## config.mk

```make
export PLATFORM = sky130hd
export DESIGN_NAME = ordered_request_list_core
export DESIGN_NICKNAME = d
export VERILOG_FILES = /design/src/rtl/orl_pkg.sv /design/src/rtl/ordered_request_list_core.sv
export SDC_FILE = /design/constraint.sdc
export NUM_CORES = 1
export LEC_CHECK = 0
export ABC_AREA = 1
export CAP_MARGIN = 20
export CORE_UTILIZATION = 64
export CTS_CLUSTER_DIAMETER = 30
export DETAILED_ROUTE_END_ITERATION = 6
export DONT_BUFFER_PORTS = 1
export HOLD_SLACK_MARGIN = 0.05
export PLACE_DENSITY = 0.8
export REMOVE_ABC_BUFFERS = 1
export SLEW_MARGIN = 20
export SYNTH_ARGS = -nofsm -noshare
export SYNTH_HDL_FRONTEND = slang
export SYNTH_SLANG_ARGS = --single-unit
```

## constraint.sdc

```tcl
create_clock -name clk -period 6.5 [get_ports clk]
set_input_delay 0.975 -clock clk [delete_from_list [all_inputs] [get_ports clk]]
set_output_delay 0.975 -clock clk [all_outputs]
set_load 0.1 [all_outputs]
```

## src/rtl/orl_pkg.sv

```systemverilog
// Shared types and constants for the ordered request list core.
package orl_pkg;

	// Width of one stored request: button id, direction and level bytes.
	localparam int ENTRY_W = 24;

	// Data word returned by a pop or a peek on an empty list.
	localparam logic [ENTRY_W-1:0] EMPTY_WORD = 24'hFF_FFFF;

	// Command codes as they arrive on the command port.
	typedef enum logic [1:0] {
		CMD_INSERT = 2'd0,
		CMD_POP    = 2'd1,
		CMD_PEEK   = 2'd2,
		CMD_READ   = 2'd3
	} cmd_t;

	// Sequencer states, one-hot.
	typedef enum logic [4:0] {
		ST_IDLE  = 5'b00001,
		ST_RD    = 5'b00010,
		ST_SHIFT = 5'b00100,
		ST_DRAIN = 5'b01000,
		ST_WRNEW = 5'b10000
	} state_t;

endpackage

```

## src/rtl/ordered_request_list_core.sv

```systemverilog
// Ordered request list: positional insert, pop, peek and indexed read over one RAM.
//
// A request is taken at a rising edge where start is high and busy is low.
// Every request yields exactly one result, shown for one cycle with done high
// on ok, out_level, out_direction, out_button and count. The receiver cannot
// stall; a result must be taken in the cycle it is shown.
// The entries live in a single-port-write RAM with a registered read.
// Insert at the end, refused inserts, empty pop or peek and out-of-range reads
// finish straight from idle (done in the next cycle). Peek and an in-range read
// pass through the read state. Insert at position p with n entries stored moves
// n-p entries down one RAM slot a cycle, then writes the new entry. Pop with n
// entries moves n-1 entries up when n is above one, and skips the shift otherwise.
// busy is low in the cycle done is high, so a new request may be issued then.
// Reset empties the list at once; RAM contents are not cleared and entries at
// or beyond the count are never read.
module ordered_request_list_core #(
	parameter int DEPTH = 16
) (
	input  logic       clk,
	input  logic       arst_n,
	input  logic       start,
	output logic       busy,
	input  logic [1:0] command,
	input  logic [4:0] position,
	input  logic [7:0] level,
	input  logic [7:0] direction,
	input  logic [7:0] button_id,
	output logic       done,
	output logic       ok,
	output logic [7:0] out_level,
	output logic [7:0] out_direction,
	output logic [7:0] out_button,
	output logic [4:0] count
);
	import orl_pkg::*;

	localparam int AW = (DEPTH > 1) ? $clog2(DEPTH) : 1;
	localparam int CW = $clog2(DEPTH + 1);
	localparam int PW = (CW > 5) ? CW : 5;

	// Entry storage, written once per cycle, read data registered.
	logic [ENTRY_W-1:0] mem [DEPTH];
	logic [ENTRY_W-1:0] rd_data_s1;

	logic               mem_we;
	logic [AW-1:0]      mem_waddr;
	logic [ENTRY_W-1:0] mem_wdata;
	logic               mem_re;
	logic [AW-1:0]      mem_raddr;

	state_t             state_q, state_d;
	logic [CW-1:0]      count_q, count_d;
	cmd_t               cmd_q, cmd_d;
	logic [AW-1:0]      pos_q, pos_d;
	logic [ENTRY_W-1:0] data_q, data_d;
	logic [AW-1:0]      rd_q, rd_d;
	logic               pend_q, pend_d;
	logic [AW-1:0]      pend_addr_q, pend_addr_d;
	logic               ok_q, ok_d;
	logic [ENTRY_W-1:0] word_q, word_d;
	logic               done_q, done_d;

	logic [PW-1:0]      pos_x;
	logic [PW-1:0]      cnt_x;
	logic [AW-1:0]      last_idx;
	logic [ENTRY_W-1:0] new_word;

	assign pos_x    = PW'(position);
	assign cnt_x    = PW'(count_q);
	assign last_idx = AW'(count_q - 1'b1);
	assign new_word = {button_id, direction, level};

	// Sequencer: decodes a request, walks the shift through the RAM, loads the result.
	always_comb begin
		state_d     = state_q;
		count_d     = count_q;
		cmd_d       = cmd_q;
		pos_d       = pos_q;
		data_d      = data_q;
		rd_d        = rd_q;
		pend_d      = 1'b0;
		pend_addr_d = pend_addr_q;
		ok_d        = ok_q;
		word_d      = word_q;
		done_d      = 1'b0;
		mem_we      = pend_q;
		mem_waddr   = pend_addr_q;
		mem_wdata   = rd_data_s1;
		mem_re      = 1'b0;
		mem_raddr   = rd_q;

		unique case (state_q)
			ST_IDLE: begin
				if (start) begin
					cmd_d  = cmd_t'(command);
					pos_d  = pos_x[AW-1:0];
					data_d = new_word;
					unique case (cmd_t'(command))
						CMD_INSERT: begin
							if (pos_x > cnt_x || count_q == CW'(DEPTH)) begin
								ok_d   = 1'b0;
								word_d = '0;
								done_d = 1'b1;
							end else if (pos_x == cnt_x) begin
								mem_we    = 1'b1;
								mem_waddr = pos_x[AW-1:0];
								mem_wdata = new_word;
								count_d   = CW'(count_q + 1'b1);
								ok_d      = 1'b1;
								word_d    = '0;
								done_d    = 1'b1;
							end else begin
								rd_d    = last_idx;
								state_d = ST_SHIFT;
							end
						end
						CMD_POP, CMD_PEEK: begin
							if (count_q == '0) begin
								ok_d   = 1'b0;
								word_d = EMPTY_WORD;
								done_d = 1'b1;
							end else begin
								mem_re    = 1'b1;
								mem_raddr = '0;
								state_d   = ST_RD;
							end
						end
						CMD_READ: begin
							if (pos_x < cnt_x) begin
								mem_re    = 1'b1;
								mem_raddr = pos_x[AW-1:0];
								state_d   = ST_RD;
							end else begin
								ok_d   = 1'b0;
								word_d = '0;
								done_d = 1'b1;
							end
						end
						default: begin
							state_d = ST_IDLE;
						end
					endcase
				end
			end
			ST_RD: begin
				ok_d   = 1'b1;
				word_d = rd_data_s1;
				if (cmd_q == CMD_POP && count_q > CW'(1)) begin
					rd_d    = AW'(1);
					state_d = ST_SHIFT;
				end else begin
					if (cmd_q == CMD_POP) begin
						count_d = CW'(count_q - 1'b1);
					end
					done_d  = 1'b1;
					state_d = ST_IDLE;
				end
			end
			ST_SHIFT: begin
				// Read one entry, write it one slot over in the next cycle.
				mem_re    = 1'b1;
				mem_raddr = rd_q;
				pend_d    = 1'b1;
				if (cmd_q == CMD_INSERT) begin
					pend_addr_d = AW'(rd_q + 1'b1);
					if (rd_q == pos_q) begin
						state_d = ST_DRAIN;
					end else begin
						rd_d = AW'(rd_q - 1'b1);
					end
				end else begin
					pend_addr_d = AW'(rd_q - 1'b1);
					if (rd_q == last_idx) begin
						state_d = ST_DRAIN;
					end else begin
						rd_d = AW'(rd_q + 1'b1);
					end
				end
			end
			ST_DRAIN: begin
				// The last moved entry is written back here.
				if (cmd_q == CMD_INSERT) begin
					state_d = ST_WRNEW;
				end else begin
					count_d = CW'(count_q - 1'b1);
					done_d  = 1'b1;
					state_d = ST_IDLE;
				end
			end
			ST_WRNEW: begin
				mem_we    = 1'b1;
				mem_waddr = pos_q;
				mem_wdata = data_q;
				count_d   = CW'(count_q + 1'b1);
				ok_d      = 1'b1;
				word_d    = '0;
				done_d    = 1'b1;
				state_d   = ST_IDLE;
			end
			default: begin
				state_d = ST_IDLE;
			end
		endcase
	end

	// Control registers.
	always_ff @(posedge clk or negedge arst_n) begin
		if (!arst_n) begin
			state_q <= ST_IDLE;
			count_q <= '0;
			pend_q  <= 1'b0;
			done_q  <= 1'b0;
		end else begin
			state_q <= state_d;
			count_q <= count_d;
			pend_q  <= pend_d;
			done_q  <= done_d;
		end
	end

	// Request and result payload registers.
	always_ff @(posedge clk) begin
		cmd_q       <= cmd_d;
		pos_q       <= pos_d;
		data_q      <= data_d;
		rd_q        <= rd_d;
		pend_addr_q <= pend_addr_d;
		ok_q        <= ok_d;
		word_q      <= word_d;
	end

	// Entry RAM.
	always_ff @(posedge clk) begin
		if (mem_we) begin
			mem[mem_waddr] <= mem_wdata;
		end
		if (mem_re) begin
			rd_data_s1 <= mem[mem_raddr];
		end
	end

	assign busy          = (state_q != ST_IDLE);
	assign done          = done_q;
	assign ok            = ok_q;
	assign out_level     = word_q[7:0];
	assign out_direction = word_q[15:8];
	assign out_button    = word_q[23:16];
	assign count         = 5'(count_q);

`ifndef NO_ASSERTIONS
	// A result is only shown once the sequencer has returned to idle.
	a_done_idle: assert property (@(posedge clk) disable iff (!arst_n)
		done_q |-> state_q == ST_IDLE)
		else $error("result strobe outside idle");

	// The entry count never exceeds the storage depth.
	a_count_bound: assert property (@(posedge clk) disable iff (!arst_n)
		count_q <= CW'(DEPTH))
		else $error("entry count beyond depth");

	// Deferred write-backs only occur during the shift.
	a_pend_shift: assert property (@(posedge clk) disable iff (!arst_n)
		pend_q |-> (state_q == ST_SHIFT || state_q == ST_DRAIN))
		else $error("pending write outside shift");

	// A peek leaves the count alone.
	a_peek_count: assert property (@(posedge clk) disable iff (!arst_n)
		(start && !busy && command == CMD_PEEK) |=> $stable(count_q))
		else $error("peek changed the count");
`endif

endmodule

```

==> results of run 1 <==
## per-stage QoR
step | TNS, ns | utilization [%] | cell area [sq um] | total power, W
after floorplan | -18.37 | - | 20800 | 0.00713
after global placement | 0 | 66.7 | 21800 | 0.00824
after detailed placement | 0 | 66.8 | 21800 | 0.00836
after CTS | 0 | 75.8 | 24800 | 0.0130
after global routing | 0 | 76.0 | 24900 | 0.0136
final | 0 | 76.0 | 24900 | 0.0131
## logic make-up after synthesis
family | count (synthesis) | synth area share (%)
and+or+nand+nor | 1061 | 21.8
AOI/OAI and AO/OA | 86 | 2.32
DFF | 483 | 67.4
buffers and inverters | 363 | 7.06
adders and majority gates | 13 | 0.759
xor gates and xnor gates | 15 | 0.613
## registers in the layout (all words and copies together), names as in the netlist
name and cells:
rd_q 4, pend_addr_q 4, state_q 5, ok 1
cmd_q 2, count 5, rd_data_s1 24, word_q 24
pos_q 4, mem 384, done 1, data_q 24
pend_q 1
## worst max path at each step
stage	startpoint	to	slack (ns)	cells after the start
4_1_cts	count[0]$_DFFE_PN0P_	mem[5][11]$_DFFE_PP_	1.65	11
3_3_place_gp	count[0]$_DFFE_PN0P_	mem[6][19]$_DFFE_PP_	1.91	14
3_5_place_dp	count[0]$_DFFE_PN0P_	mem[6][19]$_DFFE_PP_	1.70	14
5_1_grt	count[0]$_DFFE_PN0P_	mem[5][22]$_DFFE_PP_	1.32	11
2_1_floorplan	count[2]$_DFFE_PN0P_	rd_data_s1[0]$_DFFE_PP_	-0.77	14
6_report	count[0]$_DFFE_PN0P_	mem[5][8]$_DFFE_PP_	1.56	11
## power breakdown
part / leakage (nW) / switching, W / internal (W)
sequential: 4.41 / 0.000447 / 0.00407
combinational: 4.25 / 0.00301 / 0.00102
clock: 1.43 / 0.00155 / 0.00305
## cell usage in the layout (no fill, tap or decap), types with 11 or more instances in the layout
cell and n:
nand2_1 530, edfxtp_1 471, clkbuf_16 87, o21ai_0 24, buf_4 28, inv_1 245, nor2_1 19, a21oi_1 28
nor2_4 20, ha_1 13, bufinv_16 15, inv_6 12, dfrtp_1 11, nand3_1 476, clkinv_1 11
## final cells by class
| class | count | area share, % |
|---|---|---|
| clock buffer | 89 | 8.79 |
| clock inverter | 63 | 3.15 |
| inverter | 249 | 3.76 |
| multi-input combinational | 1175 | 22.8 |
| sequential | 483 | 58.1 |
| tap | 442 | 2.23 |
| timing repair buffer | 31 | 1.12 |
## critical path, cell delays in order, from the launching register on
cell and delay (ns):
dfrtp_1 1.07, inv_1 0.32, ha_1 0.34, nand3_1 0.14
nand3_1 0.12, inv_1 0.07, nand2_1 0.45, inv_1 0.58
nor3_1 0.12, inv_1 0.10, nand3_1 0.30, nor2_4 0.91
## routing by layer
layer | share of wire, % | vias up | wire [microns] | global-route usage, %
met2 | 47 | 1238 | 27200 | 54.5
li1 | - | 6903 | - | -
met1 | 34 | 7411 | 19700 | 42.9
met3 | 13 | 226 | 7740 | 9.36
met5 | 0.028 | - | 16 | 0
met4 | 5.0 | 2 | 2860 | 19.0
==> impl_results.md, run 1 <==
* Run status: completed
* Setup slack at placement at 1.70 ns
* FF/Latch Area at 14400 sq um
* Fin cells at 2532
* Slew at the pin closest to its max-slew limit at 1.16 ns
* WL/cell at 22.7 microns
* R2R depth at 11
* Final min period at 4.94 ns
* Syn Inst Count at 2021
* Clock Path Buffers at 3
* Total track usage at 34.3%
* ANT cells at 0
* H-tree depth at 3
* Initial Utilization at 65.5%
* Number of global-route vias before repair at 15700
* Most common library cells after synthesis: 531 x nand2_1, 476 x nand3_1, 471 x edfxtp_1
* Slew Viols, Final at 0
* RSZ-0062 raised after global routing: false
* Worst-path clk slew at 0.05 ns
* Detail Route Antenna Nets at 0
* Total grt overflow at 0
* Fraction of layout instances using a drive strength above 1 at 10.4%
* RR Endpoint: mem[5][8]$_DFFE_PP_
* Power per standard cell area at 529 nW/um^2
* Global-route wire length before repair at 86400 microns
* Worst Hold Class: input port to async pin
* CP arrival at 5.13 ns
* # Post-CTS Setup Buffers at 0
* Post-DP HPWL at 30000 microns
* 1st-pass router iterations at 7
* Period utilization at 76.0%
* Max Clk Rate at 203 MHz
* Most used DFF post-synth: edfxtp_1
* Post-synth top area share at 66.0%
* Boundary Pins at 66
* Vias per cell at 6.23
* Startpoint Class: flop
* Async set-reset flop share out of synthesis at 2.48%
* Drt drc at 0
* Clk_skew at 0.0210 ns
* Register bit count reported by yosys at 483
* CTS tree: done
* Num rows at 66
* Routed wire length at 57600 microns
* Clock Tree Root: clkbuf_16
* Core Region at 32700 sq um
* Initial DRC Count at 2083
* Final setup fails at 0
* Post-synth EDFFs at 471
* Hold-fix buffers, CTS at 0
* Input/output buffers at 0
* Pleak at 10.1 nW
* Nets at 2071
* Cell taking the most area after synthesis: edfxtp_1
* Area of the multi-input gates at 5670 sq um
* Initial antenna violation count at 1
* Die Span X at 185 microns
* Hold Vio Cnt, Final at 0
* DIE HEIGHT at 185 microns
* Part of the Yosys area used for sequential elements at 67.4%
* Peak supply drop at 436 uV
* Critical path class: flop to flop
* CTS Buf Count at 84
* Critical Path RT at 6.69 ns
* Post-Place Cells at 2378
* Relative slew slack at 22.5%
* Via count at 15800
* Max-Cap Viols at 0
* GPL Wtd Cong at 0.937
* Crit path max fanout at 24
* WHS at 0.0815 ns
* R2r setup slk at 1.56 ns
* Largest net degree at the start of global routing at 193
* Count leader, synth: nand2_1
* Fillers at 1954
* Final worst slack at 1.56 ns
* Warnings from Yosys at 0
* Clock sink total at 483
* RR Startpoint: count[0]$_DFFE_PN0P_
* Ranking of synthesized cells by area: edfxtp_1 66%, nand3_1 11%, nand2_1 9.3%
* Mean Syn Cell Area at 10.6 sq um
* Distinct cell type count after synthesis at 37
* Synthesized cell area at 21400 sq um
* Worst skew pair latency at 0.60 ns
* Area grow syn2layout at 16.0%
* Die area at 34200 sq um
* Resized cells post-CTS at 0
* CP Capture Type: flop
Note: power is estimated with default switching activity, not from simulation.
==> run 2: changes to the inputs <==
==> constraint.sdc (replaced) <==
create_clock -name clk -period 4.98 [get_ports clk]
set_input_delay 0.747 -clock clk [delete_from_list [all_inputs] [get_ports clk]]
set_output_delay 0.747 -clock clk [all_outputs]
set_load 0.1 [all_outputs]
==> impl_results.md, run 2 (synthesized netlist as in run 1, its figures left out) <==
* Clock Path Buffers at 3 (unchanged)
* Initial DRC Count at 2739 (+31%)
* Total grt overflow at 0 (unchanged)
* Global-route wire length before repair at 91600 microns (+6.0%)
* Number of global-route vias before repair at 16200 (+3.3%)
* Critical path class: flop to flop
* Core Region at 32700 sq um (unchanged)
* Startpoint Class: flop
* Final Util at 77.2% (+1.2 points)
* Most frequent cells in the layout: 531 x nand2_1, 476 x nand3_1, 471 x edfxtp_1, 245 x inv_1, 91 x clkbuf_16
* Nets at 2101 (+1.4%)
* Worst path depth at 10 (-1)
* Slew Viols, Final at 0 (unchanged)
* Worst Hold Class: input port to flop
* Hold Path Cell Cnt at 0
* Num rows at 66 (unchanged)
* Boundary Pins at 66 (unchanged)
* Vias per cell at 6.29 (+0.89%)
* Final setup fails at 0 (unchanged)
* Die Span X at 185 microns (unchanged)
* CTS tree: done
* Die area at 34200 sq um (unchanged)
* Total track usage at 36.4% (+2.1 points)
* Fin cells at 2573 (+1.6%)
* Worst-path cell chain: nor2_1, nand3_1, nand2_1, nand2_1, nand2_1, inv_1, nand2_1, o211ai_1, nand3_1, nor2_4
* Relative slew slack at 24.7% (+2.2 points)
* Initial antenna violation count at 0 (-1)
* Via count at 16200 (+2.5%)
* Clock sink total at 483 (unchanged)
* CP Capture Type: flop
* # Post-CTS Setup Buffers at 0 (unchanged)
* Slew at the pin closest to its max-slew limit at 1.13 ns (-0.0282 ns)
* Commonest non-fill, non-tap cell in the layout: nand2_1
* H-tree depth at 3 (unchanged)
* ANT cells at 0 (unchanged)
* Fillers at 1824 (-6.7%)
* R2R depth at 10 (-1)
* Worst path buffer plus inverter count at 1 (-3)
* Top delay family on crit path: simple AND/OR/NAND/NOR gates
* Input/output buffers at 0 (unchanged)
* Fraction of layout instances using a drive strength above 1 at 11.8% (+1.4 points)
* Area grow syn2layout at 17.9%
* Worst-path clk slew at 0.06 ns (about the same)
* Drt drc at 0 (unchanged)
* Slowest CP cell: nor2_4
* Max-Cap Viols at 0 (unchanged)
* Crit path max fanout at 24 (unchanged)
* GPL Wtd Cong at 0.942 (+0.58%)
* Peak supply drop at 482 uV (+11%)
* 1st-pass router iterations at 6 (-1)
* Worst skew pair latency at 0.61 ns (about the same)
* Clk_skew at 0.0282 ns (+0.00722 ns)
* Max FFs per register at 384 (unchanged)
* Run status: completed
* CTS Buf Count at 91 (+8.3%)
* Crit path largest cell delay at 0.98 ns (-0.09 ns)
* DIE HEIGHT at 185 microns (unchanged)
* Period utilization at 83.2% (+7.2 points)
* Max Clk Rate at 241 MHz (+19%)
* Power per standard cell area at 699 nW/um^2 (+32%)
* WHS at 0.228 ns (+0.147 ns)
* Clock Tree Root: clkbuf_16
* CP arrival at 4.35 ns (-0.78 ns)
* Post-DP HPWL at 31800 microns (+5.8%)
* Critical Path RT at 5.19 ns (-1.50 ns)
* Post-route setup TNS at 0 ns (unchanged)
* Detail Route Antenna Nets at 0 (unchanged)
* Register name with the most flops: mem
* Initial Utilization at 65.5% (unchanged)
* Final instance area at 25200 sq um (+1.6%)
* Post-Place Cells at 2401 (+0.97%)
* Largest net degree at the start of global routing at 193 (unchanged)
* Critical path's most frequent cell: nand2_1
* RSZ-0062 raised after global routing: false
* Placed Area at 22100 sq um (+1.1%)
* Pleak at 10.3 nW (+2.0%)
* WL/cell at 23.6 microns (+3.9%)
* Final min period at 4.14 ns (-0.796 ns)
* Hold Vio Cnt, Final at 0 (unchanged)
* Routed wire length at 60800 microns (+5.6%)
run 2: final timing paths:
| kind | startpoint | end | slack (ns) |
|---|---|---|---|
| max | state_q[0]$_DFFE_PN1P_ | mem[7][4]$_DFFE_PP_ | 0.84 |
| min | level[0] | data_q[0]$_DFFE_PP_ | 0.23 |
| max reg2reg | state_q[0]$_DFFE_PN1P_ | mem[7][4]$_DFFE_PP_ | 0.84 |
| min reg2reg | rd_data_s1[17]$_DFFE_PP_ | word_q[17]$_DFFE_PP_ | 0.54 |
| max in group asynchronous | arst_n | state_q[3]$_DFFE_PN0P_ | 3.93 |
| min in group asynchronous | arst_n | count[1]$_DFFE_PN0P_ | 0.62 |
run 2: routing by layer:
layer | track usage [%] | vias to the layer above | routed length, microns
met1 | 47.4 | 7569 | 20900
met5 | 0 | - | 0
met2 | 56.0 | 1373 | 28000
met4 | 19.6 | 0 | 3130
li1 | - | 6966 | -
met3 | 10.0 | 271 | 8700
run 2: worst reg2reg max path, delay by kind of cell (launching register included):
kind	cells	cell delay, ns
AO/OA/AOI/OAI	1	0.17
flip-flops	1	0.52
buffers and inverters	1	0.60
AND/OR/NAND/NOR	8	2.45
run 2: cell type report:
class,count,area [sq um],area share (%)
Multi-Input combinational cell,1175,5650,22.4
Sequential cell,483,14400,57.2
Clock inverter,70,833,3.30
Timing Repair Buffer,54,508,2.01
Tap cell,442,553,2.19
Inverter,249,936,3.71
Clock buffer,100,2320,9.19
run 2: stage by stage:
stage,power (W),worst slack [ns]
2_1_floorplan,0.00931,-2.29
3_3_place_gp,0.0109,1.02
3_5_place_dp,0.0111,0.850
4_1_cts,0.0175,1.00
5_1_grt,0.0182,0.711
6_report,0.0177,0.839
run 2: what timing repair did:
item	4_1_cts	5_1_grt
endpoints found under the hold margin	12	0
setup endpoints to repair	0	0
hold buffers	1	0
gates resized for setup	0	0
run 2: power by group:
part | internal [W] | total, W | switching (W)
clock network | 0.00409 | 0.00630 | 0.00220
registers | 0.00531 | 0.00586 | 0.000550
logic | 0.00138 | 0.00549 | 0.00411
total | 0.0108 | 0.0177 | 0.00687
